File: src/rtl/qbw_pkg.sv
package qbw_pkg;

  localparam int unsigned CoordW      = 16;
  localparam int unsigned ParamW      = 19;
  localparam int unsigned HeadingW    = 16;
  localparam int unsigned AngleW      = 26;
  localparam int unsigned CordicW     = 36;
  localparam int unsigned CordicTabLen = 24;
  localparam int unsigned CordicItersDefault = 16;
  localparam logic signed [ParamW-1:0] TOne = 19'sd65536;
  localparam logic signed [CoordW-1:0] StepDeltaReset = 16'sd1311;
  localparam logic signed [HeadingW-1:0] HeadingMax = 16'sd23040;
  localparam logic signed [AngleW-1:0] Angle180 = 26'sd11796480;

  typedef enum logic [2:0] {
    ST_IDLE,
    ST_CORDIC,
    ST_MUL,
    ST_OUT
  } qbw_state_e;

  typedef struct packed {
    logic load;
    logic cordic_step;
    logic mul_step;
    logic finish;
  } qbw_cmd_t;

  typedef struct packed {
    logic cordic_last;
    logic mul_last;
  } qbw_sts_t;

  function automatic logic signed [AngleW-1:0] atan_deg(input logic [4:0] idx);
    logic signed [AngleW-1:0] r;
    case (idx)
      5'd0: r = 26'sd2949120;  5'd1: r = 26'sd1740967;  5'd2: r = 26'sd919879;
      5'd3: r = 26'sd466945;   5'd4: r = 26'sd234379;   5'd5: r = 26'sd117304;
      5'd6: r = 26'sd58666;    5'd7: r = 26'sd29335;    5'd8: r = 26'sd14668;
      5'd9: r = 26'sd7334;     5'd10: r = 26'sd3667;    5'd11: r = 26'sd1833;
      5'd12: r = 26'sd917;     5'd13: r = 26'sd458;     5'd14: r = 26'sd229;
      5'd15: r = 26'sd115;     5'd16: r = 26'sd57;      5'd17: r = 26'sd29;
      5'd18: r = 26'sd14;      5'd19: r = 26'sd7;       5'd20: r = 26'sd4;
      5'd21: r = 26'sd2;       5'd22: r = 26'sd1;
      default: r = '0;
    endcase
    return r;
  endfunction

endpackage

File: src/rtl/qbw_if.sv
interface qbw_in_if;
  logic valid;
  logic ready;
  logic signed [15:0] target_x;
  logic signed [15:0] target_y;
  logic signed [15:0] random_x;
  logic signed [15:0] random_y;
  modport source (output valid, target_x, target_y, random_x, random_y, input ready);
  modport sink (input valid, target_x, target_y, random_x, random_y, output ready);
endinterface

interface qbw_out_if;
  logic valid;
  logic ready;
  logic signed [15:0] new_x;
  logic signed [15:0] new_y;
  logic signed [15:0] heading;
  logic reloaded;
  modport source (output valid, new_x, new_y, heading, reloaded, input ready);
  modport sink (input valid, new_x, new_y, heading, reloaded, output ready);
endinterface

interface qbw_cfg_if;
  logic valid;
  logic ready;
  logic signed [15:0] data;
  modport source (output valid, data, input ready);
  modport sink (input valid, data, output ready);
endinterface

File: src/rtl/quadratic_bezier_walker.sv
// Quadratic Bezier walker.
// One input beat (target point, random point) advances the object one step
// along a chain of quadratic Bezier segments and yields one output beat with
// the new position, the heading toward the target, and a reload flag.
// The curve parameter is reloaded to zero when it leaves 0..1, shifting the
// control points so that the target becomes the middle point.
// An item passes a load step, the CORDIC iterations, the steps on the single
// shared multiplier (three weights, six products) and a finish step before
// its output beat. One item is processed at a time: a new input beat is
// accepted only once the previous item has finished.
// The output register holds a finished beat while the receiver stalls; the
// next item is still accepted and computed, and waits for the register.
// The step_delta register may be written at any time through the
// configuration channel and should only change while idle.
// Reset clears control points, position and t, and sets step_delta to 1311.
module quadratic_bezier_walker #(
  parameter int unsigned CORDIC_ITERATIONS = qbw_pkg::CordicItersDefault
) (
  input  logic clk_i,
  input  logic rst_ni,
  qbw_in_if.sink    in_if,
  qbw_out_if.source out_if,
  qbw_cfg_if.sink   cfg_if
);
  import qbw_pkg::*;

  qbw_cmd_t cmd;
  qbw_sts_t sts;
  logic signed [15:0] step_delta_q;

  // The configuration register is always ready to take a beat.
  assign cfg_if.ready = 1'b1;
  always_ff @(posedge clk_i or negedge rst_ni) begin
    if (!rst_ni) begin
      step_delta_q <= StepDeltaReset;
    end else if (cfg_if.valid) begin
      step_delta_q <= cfg_if.data;
    end
  end

  qbw_ctrl u_ctrl (
    .clk_i, .rst_ni,
    .in_valid_i(in_if.valid), .in_ready_o(in_if.ready),
    .out_valid_o(out_if.valid), .out_ready_i(out_if.ready),
    .cmd_o(cmd), .sts_i(sts)
  );

  qbw_dp #(.Iters(CORDIC_ITERATIONS)) u_dp (
    .clk_i, .rst_ni,
    .cmd_i(cmd), .sts_o(sts),
    .step_delta_i(step_delta_q),
    .tx_i(in_if.target_x), .ty_i(in_if.target_y),
    .rx_i(in_if.random_x), .ry_i(in_if.random_y),
    .new_x_o(out_if.new_x), .new_y_o(out_if.new_y),
    .heading_o(out_if.heading), .reloaded_o(out_if.reloaded)
  );

endmodule

File: src/rtl/qbw_ctrl.sv
module qbw_ctrl (
  input  logic             clk_i,
  input  logic             rst_ni,
  input  logic             in_valid_i,
  output logic             in_ready_o,
  output logic             out_valid_o,
  input  logic             out_ready_i,
  output qbw_pkg::qbw_cmd_t cmd_o,
  input  qbw_pkg::qbw_sts_t sts_i
);
  import qbw_pkg::*;

  qbw_state_e state_q, state_d;

  always_ff @(posedge clk_i or negedge rst_ni) begin
    if (!rst_ni) begin
      state_q <= ST_IDLE;
    end else begin
      state_q <= state_d;
    end
  end

  // The output register holds the result; a new item may start while it waits,
  // but it may only finish once the previous beat has gone.
  always_comb begin
    state_d = state_q;
    cmd_o = '0;
    in_ready_o = 1'b0;
    case (state_q)
      ST_IDLE: begin
        in_ready_o = 1'b1;
        if (in_valid_i) begin
          cmd_o.load = 1'b1;
          state_d = ST_CORDIC;
        end
      end
      ST_CORDIC: begin
        cmd_o.cordic_step = 1'b1;
        if (sts_i.cordic_last) state_d = ST_MUL;
      end
      ST_MUL: begin
        cmd_o.mul_step = 1'b1;
        if (sts_i.mul_last) state_d = ST_OUT;
      end
      ST_OUT: begin
        if (!out_valid_o || out_ready_i) begin
          cmd_o.finish = 1'b1;
          state_d = ST_IDLE;
        end
      end
      default: state_d = ST_IDLE;
    endcase
  end

  logic ov_q;
  always_ff @(posedge clk_i or negedge rst_ni) begin
    if (!rst_ni) begin
      ov_q <= 1'b0;
    end else if (cmd_o.finish) begin
      ov_q <= 1'b1;
    end else if (out_ready_i) begin
      ov_q <= 1'b0;
    end
  end
  assign out_valid_o = ov_q;

endmodule

File: src/rtl/qbw_dp.sv
module qbw_dp #(
  parameter int unsigned Iters = qbw_pkg::CordicItersDefault
) (
  input  logic                           clk_i,
  input  logic                           rst_ni,
  input  qbw_pkg::qbw_cmd_t              cmd_i,
  output qbw_pkg::qbw_sts_t              sts_o,
  input  logic signed [15:0]             step_delta_i,
  input  logic signed [15:0]             tx_i,
  input  logic signed [15:0]             ty_i,
  input  logic signed [15:0]             rx_i,
  input  logic signed [15:0]             ry_i,
  output logic signed [15:0]             new_x_o,
  output logic signed [15:0]             new_y_o,
  output logic signed [15:0]             heading_o,
  output logic                           reloaded_o
);
  import qbw_pkg::*;

  localparam int unsigned RunIters = (Iters > CordicTabLen) ? CordicTabLen : Iters;

  logic signed [15:0] cx_q [3];
  logic signed [15:0] cy_q [3];
  logic signed [15:0] px_q, py_q;
  logic signed [ParamW-1:0] t_q;
  logic reload_q;
  logic zero_q;

  logic signed [CordicW-1:0] x_q, y_q;
  logic signed [AngleW-1:0] z_q;
  logic [4:0] it_q;

  // Multiply sequencer: 0..2 weights, 3..8 products, x and y alternate
  logic [3:0] mstep_q;
  logic signed [35:0] w_q [3];
  logic signed [53:0] accx_q, accy_q;

  logic out_of_range;
  assign out_of_range = (t_q > TOne) || (t_q < 0);

  logic signed [16:0] dx, dy;
  assign dx = 17'(px_q) - 17'(tx_i);
  assign dy = 17'(ty_i) - 17'(py_q);

  logic signed [CordicW-1:0] xs, ys;
  assign xs = x_q >>> it_q;
  assign ys = y_q >>> it_q;

  assign sts_o.cordic_last = (it_q == 5'(RunIters - 1));
  assign sts_o.mul_last = (mstep_q == 4'd8);

  logic signed [17:0] u_w;
  assign u_w = 18'(TOne) - 18'(t_q);

  // Shared multiplier operands: a weight of up to 36 bits times an 18-bit
  // coordinate or curve parameter.
  logic signed [35:0] ma;
  logic signed [17:0] mb;
  logic signed [53:0] prod;
  always_comb begin
    ma = '0;
    mb = '0;
    case (mstep_q)
      4'd0: begin ma = 36'(u_w); mb = u_w; end
      4'd1: begin ma = 36'(u_w); mb = 18'(t_q); end
      4'd2: begin ma = 36'(t_q); mb = 18'(t_q); end
      4'd3: begin ma = w_q[0]; mb = 18'(cx_q[0]); end
      4'd4: begin ma = w_q[0]; mb = 18'(cy_q[0]); end
      4'd5: begin ma = w_q[1]; mb = 18'(cx_q[1]); end
      4'd6: begin ma = w_q[1]; mb = 18'(cy_q[1]); end
      4'd7: begin ma = w_q[2]; mb = 18'(cx_q[2]); end
      4'd8: begin ma = w_q[2]; mb = 18'(cy_q[2]); end
      default: begin ma = '0; mb = '0; end
    endcase
    prod = ma * mb;
  end

  function automatic logic signed [15:0] round_sat(input logic signed [53:0] a);
    logic signed [53:0] r;
    r = (a + 54'sd2147483648) >>> 32;
    if (r > 54'sd32767) return 16'sd32767;
    if (r < -54'sd32768) return -16'sd32768;
    return 16'(r);
  endfunction

  logic signed [AngleW-1:0] zr;
  assign zr = (z_q + 26'sd256) >>> 9;

  always_ff @(posedge clk_i or negedge rst_ni) begin
    if (!rst_ni) begin
      for (int i = 0; i < 3; i++) begin
        cx_q[i] <= '0;
        cy_q[i] <= '0;
      end
      px_q <= '0;
      py_q <= '0;
      t_q <= '0;
    end else begin
      if (cmd_i.load && out_of_range) begin
        cx_q[0] <= cx_q[2];
        cy_q[0] <= cy_q[2];
        cx_q[1] <= tx_i;
        cy_q[1] <= ty_i;
        cx_q[2] <= rx_i;
        cy_q[2] <= ry_i;
        t_q <= '0;
      end
      if (cmd_i.finish) begin
        px_q <= round_sat(accx_q);
        py_q <= round_sat(accy_q);
        t_q <= t_q + ParamW'(step_delta_i);
      end
    end
  end

  always_ff @(posedge clk_i) begin
    if (cmd_i.load) begin
      reload_q <= out_of_range;
      zero_q <= (dx == 0) && (dy == 0);
      it_q <= '0;
      mstep_q <= '0;
      accx_q <= '0;
      accy_q <= '0;
      if (dy < 0) begin
        z_q <= (dx >= 0) ? Angle180 : -Angle180;
        x_q <= -(CordicW'(dy) <<< 14);
        y_q <= -(CordicW'(dx) <<< 14);
      end else begin
        z_q <= '0;
        x_q <= CordicW'(dy) <<< 14;
        y_q <= CordicW'(dx) <<< 14;
      end
    end
    if (cmd_i.cordic_step) begin
      it_q <= it_q + 5'd1;
      if (y_q >= 0) begin
        x_q <= x_q + ys;
        y_q <= y_q - xs;
        z_q <= z_q + atan_deg(it_q);
      end else begin
        x_q <= x_q - ys;
        y_q <= y_q + xs;
        z_q <= z_q - atan_deg(it_q);
      end
    end
    if (cmd_i.mul_step) begin
      mstep_q <= mstep_q + 4'd1;
      case (mstep_q)
        4'd0: w_q[0] <= 36'(prod);
        4'd1: w_q[1] <= 36'(prod) <<< 1;
        4'd2: w_q[2] <= 36'(prod);
        4'd3, 4'd5, 4'd7: accx_q <= accx_q + prod;
        default: accy_q <= accy_q + prod;
      endcase
    end
    if (cmd_i.finish) begin
      new_x_o <= round_sat(accx_q);
      new_y_o <= round_sat(accy_q);
      reloaded_o <= reload_q;
      if (zero_q) heading_o <= '0;
      else if (zr > AngleW'(HeadingMax)) heading_o <= HeadingMax;
      else if (zr < -AngleW'(HeadingMax)) heading_o <= -HeadingMax;
      else heading_o <= 16'(zr);
    end
  end

endmodule

File: src/flat_wrapper.sv
// flat-port wrapper written by rule: the top's interface ports become plain ports
module quadratic_bezier_walker_flat import qbw_pkg::*;
#(
  parameter int unsigned CORDIC_ITERATIONS = qbw_pkg::CordicItersDefault
)
  (clk_i, rst_ni, in_if_valid, in_if_target_x, in_if_target_y, in_if_random_x, in_if_random_y, in_if_ready, out_if_valid, out_if_new_x, out_if_new_y, out_if_heading, out_if_reloaded, out_if_ready, cfg_if_valid, cfg_if_data, cfg_if_ready);
  qbw_in_if in_if_i ();
  qbw_out_if out_if_i ();
  qbw_cfg_if cfg_if_i ();
  input  logic clk_i;
  input  logic rst_ni;
  input wire logic [$bits(in_if_i.valid)-1:0] in_if_valid;
  input wire logic [$bits(in_if_i.target_x)-1:0] in_if_target_x;
  input wire logic [$bits(in_if_i.target_y)-1:0] in_if_target_y;
  input wire logic [$bits(in_if_i.random_x)-1:0] in_if_random_x;
  input wire logic [$bits(in_if_i.random_y)-1:0] in_if_random_y;
  output wire logic [$bits(in_if_i.ready)-1:0] in_if_ready;
  output wire logic [$bits(out_if_i.valid)-1:0] out_if_valid;
  output wire logic [$bits(out_if_i.new_x)-1:0] out_if_new_x;
  output wire logic [$bits(out_if_i.new_y)-1:0] out_if_new_y;
  output wire logic [$bits(out_if_i.heading)-1:0] out_if_heading;
  output wire logic [$bits(out_if_i.reloaded)-1:0] out_if_reloaded;
  input wire logic [$bits(out_if_i.ready)-1:0] out_if_ready;
  input wire logic [$bits(cfg_if_i.valid)-1:0] cfg_if_valid;
  input wire logic [$bits(cfg_if_i.data)-1:0] cfg_if_data;
  output wire logic [$bits(cfg_if_i.ready)-1:0] cfg_if_ready;
  assign in_if_i.valid = in_if_valid;
  assign in_if_i.target_x = in_if_target_x;
  assign in_if_i.target_y = in_if_target_y;
  assign in_if_i.random_x = in_if_random_x;
  assign in_if_i.random_y = in_if_random_y;
  assign in_if_ready = in_if_i.ready;
  assign out_if_valid = out_if_i.valid;
  assign out_if_new_x = out_if_i.new_x;
  assign out_if_new_y = out_if_i.new_y;
  assign out_if_heading = out_if_i.heading;
  assign out_if_reloaded = out_if_i.reloaded;
  assign out_if_i.ready = out_if_ready;
  assign cfg_if_i.valid = cfg_if_valid;
  assign cfg_if_i.data = cfg_if_data;
  assign cfg_if_ready = cfg_if_i.ready;
  quadratic_bezier_walker #(.CORDIC_ITERATIONS(CORDIC_ITERATIONS)) u_core (.clk_i(clk_i), .rst_ni(rst_ni), .in_if(in_if_i), .out_if(out_if_i), .cfg_if(cfg_if_i));
endmodule
File: config.mk
export PLATFORM = sky130hd
export DESIGN_NAME = quadratic_bezier_walker_flat
export DESIGN_NICKNAME = d
export VERILOG_FILES = /design/src/rtl/qbw_pkg.sv /design/src/rtl/qbw_if.sv /design/src/rtl/quadratic_bezier_walker.sv /design/src/rtl/qbw_ctrl.sv /design/src/rtl/qbw_dp.sv /design/src/flat_wrapper.sv
export SDC_FILE = /design/constraint.sdc
export NUM_CORES = 2
export LEC_CHECK = 0
export BUFFER_PORTS_ARGS = -buffer_cell sky130_fd_sc_hd__buf_2
export CAP_MARGIN = 20
export CORE_MARGIN = 2
export CORE_UTILIZATION = 50
export DETAILED_ROUTE_END_ITERATION = 10
export GPL_ROUTABILITY_DRIVEN = 0
export PLACE_DENSITY = 0.62
export REMOVE_ABC_BUFFERS = 1
export SYNTH_ARGS = -nofsm -noshare
export SYNTH_HDL_FRONTEND = slang
export SYNTH_SLANG_ARGS = --single-unit
File: constraint.sdc
create_clock -name clk_i -period 14.7 [get_ports clk_i]
set_input_delay 0.735 -clock clk_i [delete_from_list [all_inputs] [get_ports clk_i]]
set_output_delay 0.735 -clock clk_i [all_outputs]
set_load 0.01 [all_outputs]
Word level (Yosys, flattened, before mapping)
Memory sizes are Yosys's and may differ from the RTL's. A register that Yosys moved wholly into a read port is not among the register bits.
Cells that the tools add are included.

storage, ports and cells
  bits in registers = 433
  memory bits (writable) = 108
  memory bits (read-only) = 1408
  output and inout port bits = 52
  memories = 3

cells by class
  add/subtract/negate cells = 19
  multipliers = 1
  magnitude comparators = 11
  eq/ne operators = 16
  shift-type cells = 2
  multiplexer cells = 82
  reduce and logical (&&, ||, !) cells = 25

memory list
  name              depth  width  rd ports  clocked after memory_dff  write ports  RTL line       text
  (name not given)  32     22     1         1                         0            qbw_pkg.sv:36  case (idx)
  (name not given)  32     22     1         1                         0            qbw_pkg.sv:36
  u_core.u_dp.w_q   3      36     3         0                         1            qbw_dp.sv:35   logic signed [35:0] w_q [3];

operators by type and width
  kind                                                                count
  two-way mux 36 bit                                                  10
  two-way mux 54 bit                                                  6
  two-way mux 26 bit                                                  9
  case mux 36 bit (5 select lines)                                    1
  two-way mux 16 bit                                                  9
  case mux 18 bit (8 select lines)                                    1
  adder 54 x 33 -> 54 bit, second input constant                      2
  adder 54 bit                                                        2
  adder 36 bit                                                        2
  negation 31 -> 36 bit                                               2
  OR reduction 36 bit                                                 2
  >>> shifter 36 x 5 -> 36 bit                                        2
  subtractor 36 bit                                                   2
  logical NOT 32 bit                                                  2
  multiplier 36 x 18 -> 54 bit                                        1
  > comparator 22 x 16 -> 1 bit, second input constant                2
  < comparator 22 x 16 -> 1 bit, second input constant                2
  two-way mux 19 bit                                                  2
  greater-or-equal comparator 36 x 1 -> 1 bit, second input constant  1
  subtractor 16 x 16 -> 17 bit                                        2
  two-way mux 1 bit                                                   30
  adder 26 x 10 -> 26 bit, second input constant                      1
  adder 26 bit                                                        1
  subtractor 26 bit                                                   1
  35 further kinds                                                    61

Depth between registers and ports, before layout
  depth in word-level cells = 9
  gate-level depth with buffers = 53

Modules after synthesis
From an unflattened synthesis, not the netlist that was laid out.

second synthesis, totals
  cells, all modules = 6894
  area total of the unflattened synthesis = 63681.1 um^2

by module, submodules not included
  module                   instances  cells each  area each (um^2)  sequential area each (um^2)
  qbw_dp                   1          6837        62782.7           14238.7
  quadratic_bezier_walker  1          36          669.4             409.1
  qbw_ctrl                 1          21          229.0             75.1

Worst setup path after synthesis
OpenSTA, ideal clock, no wires.

  path kind = reg2reg
  from = register u_core.u_dp.t_q[1]
  to = register u_core.u_dp.accy_q[53]
  library setup time = 0.120 ns
  data arrival time = 11.202 ns
  required time = 14.580 ns
  slack = 3.378 ns
  stages on the path, launching flop included = 47
  path through = dfrtp_1 -> inv_1 -> ha_1 -> nand2_1 -> or3_1 -> or3_1 -> or3_1 -> or3_1 -> or3_4 -> or3_1 -> o311ai_2 -> clkbuf_1 -> nand2_1 -> fa_1 -> inv_1 -> fa_1 -> inv_1 -> fa_1 -> (+11 left out) -> and2_1 -> o21ai_0 -> nand2b_1 -> a21o_1 -> a21oi_1 -> xnor2_1 -> ha_1 -> and2_1 -> a221o_1 -> a21o_1 -> a21oi_1 -> o21ai_0 -> a21oi_1 -> o31ai_1 -> a211oi_1 -> xor2_1 -> and3_1 -> a211o_1

on the way
  word-level cells in the longest chain between the ends = 6

RTL lines
  item                                                                                  RTL line       text
  start: declaration                                                                    qbw_dp.sv:25   logic signed [ParamW-1:0] t_q;
  start signal: assignment                                                              qbw_dp.sv:111  t_q <= t_q + ParamW'(step_delta_i);
  subtractor 18 bit                                                                     qbw_dp.sv:53   assign u_w = 18'(TOne) - 18'(t_q);
  case mux 18 bit (8 select lines) or case mux 36 bit (5 select lines) (tied branches)  qbw_dp.sv:63   case (mstep_q)
  multiplier 36 x 18 -> 54 bit (*)                                                      qbw_dp.sv:75   prod = ma * mb;
  net u_core.u_dp.prod[31]                                                              qbw_dp.sv:59   logic signed [53:0] prod;
  adder 54 bit (*)                                                                      qbw_dp.sv:153  default: accy_q <= accy_q + prod;
  two-way mux 54 bit (*)                                                                qbw_dp.sv:148  case (mstep_q)
  two-way mux 54 bit (*)                                                                qbw_dp.sv:146  if (cmd_i.mul_step) begin
  end signal: assignment                                                                qbw_dp.sv:153
  end: declaration                                                                      qbw_dp.sv:36   logic signed [53:0] accx_q, accy_q;

The timed path passes the listed nets; every way through them passes the cells marked *.
A chain may end at the register's enable or synchronous reset.

Final worst setup path
  from = register u_core.u_dp.t_q[4]
  to = register u_core.u_dp.accy_q[53]

The elaborated chain is that of the path after synthesis.

==> impl_metrics.py <==
metrics = {
    "clock_network": {
        "clock-root-buffer": "clkbuf_16",
        "path_clk_slew_ns": 0.06,
        "htree_levels": 3,
        "clock_latency_ns": 0.66,
        "cts_tree": "done",
        "postCtsHoldBufs": 0,
        "cts-resized-gates": 0,
        "cts.sinks": 561,
        "postCtsSetupRepairBufs": 0,
        "clock_path_buffers": 3,
        "numCtsBuffers": 70,
    },
    "synth": {
        "synth_fa_ha_area_share_pct": 28.0,
        "synthMuxAreaShare_pct": 6.11,
        "synth_ff_type": "edfxtp_1",
        "synth_cell_types": 105,
        "synth-edff-count": 265,
        "synthXorXnorAreaFrac_pct": 6.09,
        "synthSimpleGateAreaFrac_pct": 15.2,
        "ys.warnings.count": 0,
        "syn_avg_cell_area_um2": 9.03,
        "yosysSeqAreaShare_pct": 23.4,
        "synthCells": 6973,
        "synth_compound_area_share_pct": 14.3,
        "synth_top_family_by_area": "adder cells",
        "async_flop_share_pct": 29.6,
        "syn_area_um2": 63000,
        "synth-seq-cells": 561,
    },
    "cells_and_area": {
        "fillers": 11500,
        "layout.nets": 8053,
        "area_delta_synth_final_pct": 7.21,
        "fin_util_pct": 53.9,
        "drive_gt1_share_pct": 8.04,
        "layout_common_cells": "931 x nand2_1, 776 x inv_1, 626 x fa_1, 524 x nor2_1, 404 x ha_1",
        "final_common_cell": "nand2_1",
    },
    "setup_path": {
        "worst_setup_path_start_kind": "register",
        "crit_arrival_ns": 14.13,
        "slowest_stage": "nand4_1",
        "path_class": "register to register",
        "critical_path.startpoint": "u_core.u_dp.t_q[4]$_DFFE_PN0P_",
        "rr_startpoint": "u_core.u_dp.t_q[4]$_DFFE_PN0P_",
        "end_kind": "register",
        "cp_data_required_time_ns": 15.23,
        "max_stage_delay_ns": 0.77,
        "critPathMaxFanout": 29,
        "crit_top_cell": "fa_1",
    },
    "status": {
        "status": "finished clean",
    },
    "timing": {
        "finalHoldViolations": 0,
        "min_period_ns": 13.61,
        "tightestPinTransition_ns": 1.17,
        "slew_viol_final": 0,
        "setup_viol": 0,
        "fin_skew_ns": 0.0290,
        "relSlewSlack_pct": 22.1,
        "fmax_ghz": 0.0735,
        "finalCritPeriodShare_pct": 92.6,
        "fin_setup_tns_ns": 0,
        "rsz0062_at_grt": "no",
    },
    "die": {
        "ioPinCount": 137,
        "die_w_um": 359,
        "fp.dieH_um": 359,
        "initial_core_util_pct": 50.2,
        "die_area_um2": 129000,
        "core_area_um2": 125000,
        "core.rowCount": 130,
    },
    "route": {
        "drc": 0,
        "num_vias": 51500,
        "firstDrtPassIters": 7,
        "via_per_inst": 5.96,
        "ant_nets": 0,
        "post_drt_wl_per_cell_um": 22.0,
        "drtIter0Drc": 5116,
        "wirelength_um": 190000,
    },
    "global_routing": {
        "grt_max_degree": 104,
        "antenna_found_initial": 8,
        "met1_usage_pct": 41.3,
        "globalRouteOverflowTotal": 0,
        "grt_pass1_vias": 50400,
        "grt_usage_pct": 29.5,
        "busiest_layer": "met2",
        "met2_usage_pct": 45.5,
        "grt_pass1_wl_um": 297000,
        "met3_usage_pct": 6.18,
    },
    "min_path": {
        "hold_class": "input pin to asynchronous set/reset pin",
    },
    "place": {
        "dp_hpwl_um": 150000,
        "port_buffers": 135,
    },
    "flow_run": {
        "cap_violations": 0,
    },
}
[worst paths after layout]
| kind | end | slack [ns] | cells after the start |
|---|---|---|---|
| min reg2reg | u_core.u_dp.reloaded_o$_DFFE_PP_ | 0.42 | 0 |
| min in group clk_i | u_core.u_dp.cx_q[10]$_DFFE_PN0P_ | 0.30 | 2 |
| max | u_core.u_dp.accy_q[53]$_DFF_P_ | 1.09 | 47 |
| max reg2reg | u_core.u_dp.accy_q[53]$_DFF_P_ | 1.09 | 47 |
| min | u_core.u_dp.py_q[4]$_DFFE_PN0P_ | 0.07 | 1 |
| max in group asynchronous | u_core.step_delta_q[13]$_DFFE_PN0P_ | 13.41 | 2 |
[area by class of cell]
type                    instances  area, um^2  area share [%]
inverters                     782        2940            4.35
clock buffers                  89        2020            3.00
diodes                          1        2.50         0.00371
flip-flops and latches        561       14700            21.8
well taps                    1650        2060            3.06
multi-input cells            5300       44000            65.1
clock inverters                40         432           0.639
repair buffers                222        1360            2.02
[per-layer routing]
metal	vias to the layer above	part of all wire, %
met5	-	0.052
met4	14	3.5
met3	325	9.0
met2	2078	44
met1	25400	43
li1	23700	-
[cell usage after synthesis, types with 16 or more instances]
library cell  instances  share of area [%]
a211o_1              16               0.22
a211oi_1             34               0.41
a21o_1              150                1.8
a21oi_1             330                2.6
a221oi_1             19               0.26
a222oi_1             20               0.32
a22oi_1              42               0.50
a31oi_1              47               0.47
and2_1               63               0.63
and3_1               50               0.50
and4_1               21               0.29
buf_1                34               0.20
buf_2                36               0.29
clkbuf_1            231                1.4
dfrtp_1             159                6.3
dfxtp_1             130                4.1
edfxtp_1            265                 13
fa_1                626                 20
ha_1                405                8.0
inv_1               779                4.6
mux2_1               62                1.1
mux2_2               57                1.0
mux2i_1              44               0.70
mux4_2               87                3.1
nand2_1             936                5.6
nand2b_1             50               0.50
nand3_1             232                1.8
nand4_1              48               0.48
nor2_1              524                3.1
nor2b_1              37               0.37
nor3_1               88               0.70
o211ai_1             32               0.38
o21a_1               51               0.61
o21ai_0             404                3.2
o21ai_1              31               0.25
o21bai_1             46               0.55
o22ai_1              18               0.18
o31ai_1              38               0.45
o41ai_1              16               0.22
or3_1                34               0.34
xnor2_1             271                3.8
xor2_1              167                2.3
[kinds of logic after synthesis]
kind of cell | Yosys count
flip-flops | 561
AND/OR/NAND/NOR | 2154
adder cells (fa/ha/maj) | 1032
AO/OA/AOI/OAI | 1420
buffers and inverters | 1112
multiplexers | 255
other | 1
XOR/XNOR | 438
[through the flow]
step | hold slack (ns) | setup WS [ns] | instances | cell area [um^2]
after floorplan | 0.400 | 2.31 | 6643 | 61500
after detailed placement | 0.409 | 1.44 | 8511 | 65000
after global placement | 0.412 | 1.04 | 8508 | 65000
final | 0.0713 | 1.09 | 8645 | 67500
after global routing | 0.115 | 0.369 | 8644 | 67500
after CTS | 0.0840 | 1.30 | 8640 | 67500
[worst max-delay path: cells and delay by family (launching register included)]
kind                       cells  cell delay [ns]
adders and majority gates      8             3.51
and+or+nand+nor               19             5.05
buffers and inverters          3             0.23
AOI/OAI and AO/OA             14             3.17
DFF                            1             0.47
xor gates and xnor gates       3             1.03
[flip-flops by register name, summed over array words and instances, names as in the netlist, 2 cells and up, named ones only]
signal,cells
u_core.step_delta_q,16
u_core.u_ctrl.state_q,2
u_core.u_dp.accx_q,54
u_core.u_dp.accy_q,54
u_core.u_dp.cx_q,48
u_core.u_dp.cy_q,48
u_core.u_dp.heading_o,16
u_core.u_dp.it_q,5
u_core.u_dp.mstep_q,4
u_core.u_dp.new_x_o,16
u_core.u_dp.new_y_o,16
u_core.u_dp.px_q,16
u_core.u_dp.py_q,16
u_core.u_dp.t_q,19
u_core.u_dp.w_q,107
u_core.u_dp.x_q,36
u_core.u_dp.y_q,36
u_core.u_dp.z_q,26
Power is left out: the tool's default activity adds up to more than one toggle a clock period on the data nets, which glitch-free logic cannot reach.
